==> config.mk <==
export PLATFORM = sky130hd
export DESIGN_NAME = lrsm_mul
export DESIGN_NICKNAME = d
export VERILOG_FILES = /design/src/hw/rtl/lrsm_pkg.sv /design/src/hw/rtl/lrsm_mul.sv
export SDC_FILE = /design/constraint.sdc
export NUM_CORES = 2
export LEC_CHECK = 0
export BUFFER_PORTS_ARGS = -buffer_cell sky130_fd_sc_hd__buf_4
export CAP_MARGIN = 20
export CORE_MARGIN = 8
export CORE_UTILIZATION = 40
export DETAILED_ROUTE_END_ITERATION = 6
export PLACE_DENSITY = 0.56
export SLEW_MARGIN = 10
export SYNTH_ARGS = -nofsm -noshare
export SYNTH_HDL_FRONTEND = slang
export SYNTH_SLANG_ARGS = --single-unit
export TNS_END_PERCENT = 1
==> constraint.sdc <==
create_clock -name i_clk -period 11.7 [get_ports i_clk]
set_clock_uncertainty 0.05 [all_clocks]
set_input_delay 2.34 -clock i_clk [delete_from_list [all_inputs] [get_ports i_clk]]
set_output_delay 2.34 -clock i_clk [all_outputs]
set_load 0.05 [all_outputs]
==> src/hw/rtl/lrsm_pkg.sv <==
// Shared constants, codes and helper functions for the lens radial source mapper.
package lrsm_pkg;

    // Field widths and fixed-point formats
    localparam int LRSM_COORD_W          = 24;
    localparam int LRSM_COORD_FRAC_BITS  = 8;
    localparam int LRSM_COEF_W           = 32;
    localparam int LRSM_COEF_FRAC_BITS   = 24;
    localparam int LRSM_NORM_W           = 48;
    localparam int LRSM_NORM_FRAC_BITS   = 46;

    // Magnitudes are clamped to 2^50, so 51 bits hold them
    localparam int LRSM_MAG_W = 51;
    localparam int LRSM_SHQ_W = 80;
    localparam logic [LRSM_MAG_W-1:0] LRSM_MAG_LIMIT = {1'b1, {(LRSM_MAG_W-1){1'b0}}};

    // Shift that takes d2*norm to r2 in coefficient format
    localparam int LRSM_SH_R2 =
        2 * LRSM_COORD_FRAC_BITS + LRSM_NORM_FRAC_BITS - LRSM_COEF_FRAC_BITS;

    // 1.0 in coefficient format
    localparam longint LRSM_ONE = longint'(1) << LRSM_COEF_FRAC_BITS;

    // Reset value of the normaliser: 1.0 in Q2.46
    localparam logic [LRSM_NORM_W-1:0] LRSM_NORM_RESET =
        LRSM_NORM_W'(longint'(1) << LRSM_NORM_FRAC_BITS);

    // Output coordinate range
    localparam longint LRSM_OUT_MAX = (longint'(1) << (LRSM_COORD_W - 1)) - 1;
    localparam longint LRSM_OUT_MIN = -(longint'(1) << (LRSM_COORD_W - 1));

    // Pipeline depth: each split multiplier takes LRSM_MUL_LAT stages
    localparam int LRSM_MUL_LAT = 3;
    localparam int LRSM_STAGES  = 10 + 5 * LRSM_MUL_LAT;

    // Register map, in 64-bit words
    typedef enum logic [2:0] {
        LRSM_REG_K1    = 3'd0,
        LRSM_REG_K2    = 3'd1,
        LRSM_REG_RED   = 3'd2,
        LRSM_REG_BLUE  = 3'd3,
        LRSM_REG_CX    = 3'd4,
        LRSM_REG_CY    = 3'd5,
        LRSM_REG_NORM  = 3'd6
    } t_reg_idx;

    // Channel codes
    typedef enum logic [1:0] {
        LRSM_CH_RED   = 2'd0,
        LRSM_CH_GREEN = 2'd1,
        LRSM_CH_BLUE  = 2'd2,
        LRSM_CH_ALPHA = 2'd3
    } t_channel;

    // Clamp a shifted product magnitude to 2^50
    function automatic logic [LRSM_MAG_W-1:0] sat_mag(input logic [LRSM_SHQ_W-1:0] q);
        return (q > LRSM_SHQ_W'(LRSM_MAG_LIMIT)) ? LRSM_MAG_LIMIT : q[LRSM_MAG_W-1:0];
    endfunction

    // Apply a sign to a clamped magnitude
    function automatic logic signed [LRSM_MAG_W:0] apply_sign(
        input logic [LRSM_MAG_W-1:0] m,
        input logic                  neg
    );
        logic signed [LRSM_MAG_W:0] v;
        v = signed'({1'b0, m});
        return neg ? -v : v;
    endfunction

endpackage

==> src/hw/rtl/lrsm_mul.sv <==
// Unsigned multiplier split into four partial products over three register stages.
module lrsm_mul #(
    parameter int WA = 51,
    parameter int WB = 32
) (
    input  logic                             i_clk,
    input  logic [lrsm_pkg::LRSM_MUL_LAT-1:0] i_en,
    input  logic [WA-1:0]                    i_a,
    input  logic [WB-1:0]                    i_b,
    output logic [WA+WB-1:0]                 o_p
);

    localparam int AL  = (WA + 1) / 2;
    localparam int AH  = WA - AL;
    localparam int BL  = (WB + 1) / 2;
    localparam int BH  = WB - BL;
    localparam int WLL = AL + BL;
    localparam int WLH = AL + BH;
    localparam int WHL = AH + BL;
    localparam int WHH = AH + BH;
    localparam int WP  = WA + WB;

    logic [WLL-1:0] r_ll;
    logic [WLH-1:0] r_lh;
    logic [WHL-1:0] r_hl;
    logic [WHH-1:0] r_hh;
    logic [WLL-1:0] r_ll2;
    logic [WHH-1:0] r_hh2;
    logic [WP-1:0]  r_mid;
    logic [WP-1:0]  r_p;

    // Form the four half-width partial products
    always_ff @(posedge i_clk) begin
        if (i_en[0]) begin
            r_ll <= WLL'(i_a[AL-1:0]) * WLL'(i_b[BL-1:0]);
            r_lh <= WLH'(i_a[AL-1:0]) * WLH'(i_b[WB-1:BL]);
            r_hl <= WHL'(i_a[WA-1:AL]) * WHL'(i_b[BL-1:0]);
            r_hh <= WHH'(i_a[WA-1:AL]) * WHH'(i_b[WB-1:BL]);
        end
    end

    // Add the two cross terms at their weights
    always_ff @(posedge i_clk) begin
        if (i_en[1]) begin
            r_mid <= (WP'(r_lh) << BL) + (WP'(r_hl) << AL);
            r_ll2 <= r_ll;
            r_hh2 <= r_hh;
        end
    end

    // Final sum
    always_ff @(posedge i_clk) begin
        if (i_en[2]) begin
            r_p <= WP'(r_ll2) + r_mid + (WP'(r_hh2) << (AL + BL));
        end
    end

    assign o_p = r_p;

endmodule

==> metrics.txt <==
status completed; most used cell along the critical path sky130_fd_sc_hd__fa_1; Total Routing Usage GR 21.03%; synth top area cells sky130_fd_sc_hd__fa_1 (38%), sky130_fd_sc_hd__edfxtp_1 (17%), sky130_fd_sc_hd__ha_1 (9.8%), sky130_fd_sc_hd__inv_1 (8.2%), sky130_fd_sc_hd__and2_1 (6.2%); critical path type in2reg; count of different cell masters after synthesis 86; chain of cells forming the critical path buf_4 > buf_4 > nand2_1 > fa_1 > fa_1 > fa_1 > fa_1 > inv_1 > fa_1 > fa_1 > ha_1 > nand2_1 > o21ai_0 > o41ai_1 > a21oi_1 > a311oi_1 > o21ai_0 > and2_1 > a31oi_1 > o21ai_0 > xor2_1; Seq cells post-synth 384; Period Utilization, post-route 76.47%; most area-hungry cell type in the Yosys netlist sky130_fd_sc_hd__fa_1; reg-to-reg setup timing slack around 7.3 ns; via count of the first global-routing pass between 50000 and 60000; Crit path arrival time ~9.3 ns; Mapped Cells between 7000 and 8000; CTS root buf sky130_fd_sc_hd__clkbuf_16; family with the most delay on the worst path adder cells; detailed-placement wirelength estimate 143200 um; layout overhead on the synthesized area 6.681%; Warnings, synthesis 0; RD Place Congestion 0.8985; nets about 9000; Max transition margin roughly 28%; antenna violations before repair 9; TritonCTS clock tree built; vias per cell 5.176; maximum number of pins on one net before global-route repair 67; setup repair after global routing missed its margin no; floorplan die width roughly 430 um; via count ~48000; syn_area_per_cell approximately 9.6 sq um; clock tree buffer depth 3; share of layout cells above drive strength 1 4.411%; Final Setup Violations 0; Slew Limit Fails 0; Post-synth EDFFs 384; required time of the critical path ~12 ns; share of flip-flops with an asynchronous set or reset 0%; sort of element at the start of the critical path primary input; Chip Height ~430 um; # Max-Cap Violations 0; count of instances resized after the clock tree is built 0; postcts setup bufs 0; post-synth design cell area around 70000 sq um; DR DRC count 0; H-tree depth 2; insertion delay of the later-clocked pin in the worst-skew pair about 0.64 ns; number of buffers inserted by port buffering roughly 170; highest net fanout along the worst path 36; synthesized net count just over 9000; wire length of the first global-routing pass about 300000 um; standard cell core area between 150000 and 200000 sq um; accumulated negative setup slack 0 ns; Hold/Removal Path Class reg2reg; grt ovf 0; Period minus WS final around 9 ns; top library cells by usage in the layout, fill and taps aside sky130_fd_sc_hd__inv_1 (1504), sky130_fd_sc_hd__fa_1 (1310), sky130_fd_sc_hd__nand2_1 (1099); hold buffer count at CTS 0; Final Routed Wirelength between 150000 and 200000 um; Least-Margin Pin Slew 1.072 ns; most common cell after layout, fill and taps aside sky130_fd_sc_hd__inv_1; predominant post-synthesis flop cell sky130_fd_sc_hd__edfxtp_1; Die Footprint ~180000 sq um; final hold viol count 0; longest individual stage delay on the worst path about 0.57 ns; share of Yosys cell area claimed by the top area cell type between 30% and 40%; std cell rows 152; detailed router's first-iteration violation count 2970; starting density of the core between 40% and 50%; fmax 0.1118 GHz; clock transition at the registers of the reported paths approximately 0.060 ns; routed length per placed instance between 20 and 25 um; Pre-Repair DR Iteration Count 6; Routed Antenna Nets 0; proportion of synthesized chip area in sequential cells approximately 17%; I/O pin count 170; Crit path buffers/inverters 3; Slowest cell on crit path sky130_fd_sc_hd__fa_1; Worst Setup End Kind flip-flop; fillers roughly 17000; clock buffer count from CTS 49; count of clock tree sinks 384
layer usage:
layer | vias up | global-route usage [%] | part of all wire, %
li1 | 21617 | - | -
met1 | 24924 | 29.18 | 45
met2 | 1515 | 33.49 | 45
met3 | 271 | 3.916 | 7.4
met4 | 0 | 6.510 | 3.4
met5 | - | 0 | 0
kinds of logic after synthesis:
logic type	after synthesis	synth area share [%]
XOR/XNOR	247	3.155
buffers and inverters	1865	10.22
adder cells (fa/ha/maj)	1848	48.07
flip-flops	384	16.82
AO/OA/AOI/OAI	686	6.624
multiplexers	1	0.01642
AND/OR/NAND/NOR	2143	15.10
per-stage QoR:
step	setup slack (ns)	cells	hold WS [ns]	area, sq um	util (%)
6_report	2.754	9336	0.3594	73140	42.78
5_1_grt	2.189	9333	0.3724	73140	42.78
3_3_place_gp	2.206	9237	0.3504	71440	41.78
2_1_floorplan	3.240	7174	0.3503	68560	-
3_5_place_dp	2.154	9237	0.3545	71440	41.78
4_1_cts	2.849	9329	0.3607	73130	42.77
registers in the layout (all words and copies together) (netlist names):
name and flops:
r_ll 42, r_ll2 42, o_p 83, r_lh 42
r_mid 52, r_hh2 41, r_hl 41, r_hh 41
worst register-to-register path, stage by stage, from the launching register on:
cell                        delay [ns]
sky130_fd_sc_hd__edfxtp_1         0.33
sky130_fd_sc_hd__ha_1             0.24
sky130_fd_sc_hd__inv_1            0.08
sky130_fd_sc_hd__fa_1             0.39
sky130_fd_sc_hd__nand2b_1         0.18
sky130_fd_sc_hd__a21oi_1          0.27
sky130_fd_sc_hd__o211ai_1         0.25
sky130_fd_sc_hd__a211oi_2         0.42
sky130_fd_sc_hd__o2111ai_2        0.24
sky130_fd_sc_hd__a21oi_1          0.42
sky130_fd_sc_hd__o21ai_0          0.21
sky130_fd_sc_hd__nand3_1          0.60
sky130_fd_sc_hd__nand4b_1         0.23
sky130_fd_sc_hd__xnor2_1          0.19
cell usage after synthesis (all sizes together), types with 7 or more instances:
library cell,count
o211ai,18
xnor2,163
o21bai,34
inv,1504
nor2b,29
clkbuf,359
nor2,115
nand3,60
xor2,84
or3,8
nor3,21
a311oi,7
and3,29
edfxtp,384
nor3b,7
a211oi,17
o21a,35
and2,682
o21ai,110
fa,1310
nor4,11
a221oi,7
a21o,136
a31oi,20
o41ai,9
and4,8
o31ai,9
a41oi,7
nand4,28
ha,538
nand2,1099
or2,9
a21oi,227
nand2b,24
layout make-up:
class | instances | area (sq um) | share of cell area [%]
well taps | 2233 | 2794 | 3.820
multi-input cells | 4925 | 50020 | 68.39
inverters | 1504 | 5645 | 7.718
repair buffers | 191 | 1441 | 1.971
clock buffers | 55 | 1270 | 1.736
diodes | 7 | 17.52 | 0.02395
clock inverters | 37 | 419.2 | 0.5731
flip-flops and latches | 384 | 11530 | 15.77
final timing paths:
check,startpoint,depth (start not counted),end
max,i_b[17],21,r_hh[34]
min,r_lh[0],0,r_mid[16]
max reg2reg,r_ll2[16],13,o_p[78]
min reg2reg,r_lh[0],0,r_mid[16]
Power is left out: the tool's default activity adds up to more than one toggle a clock period on the data nets, which glitch-free logic cannot reach.
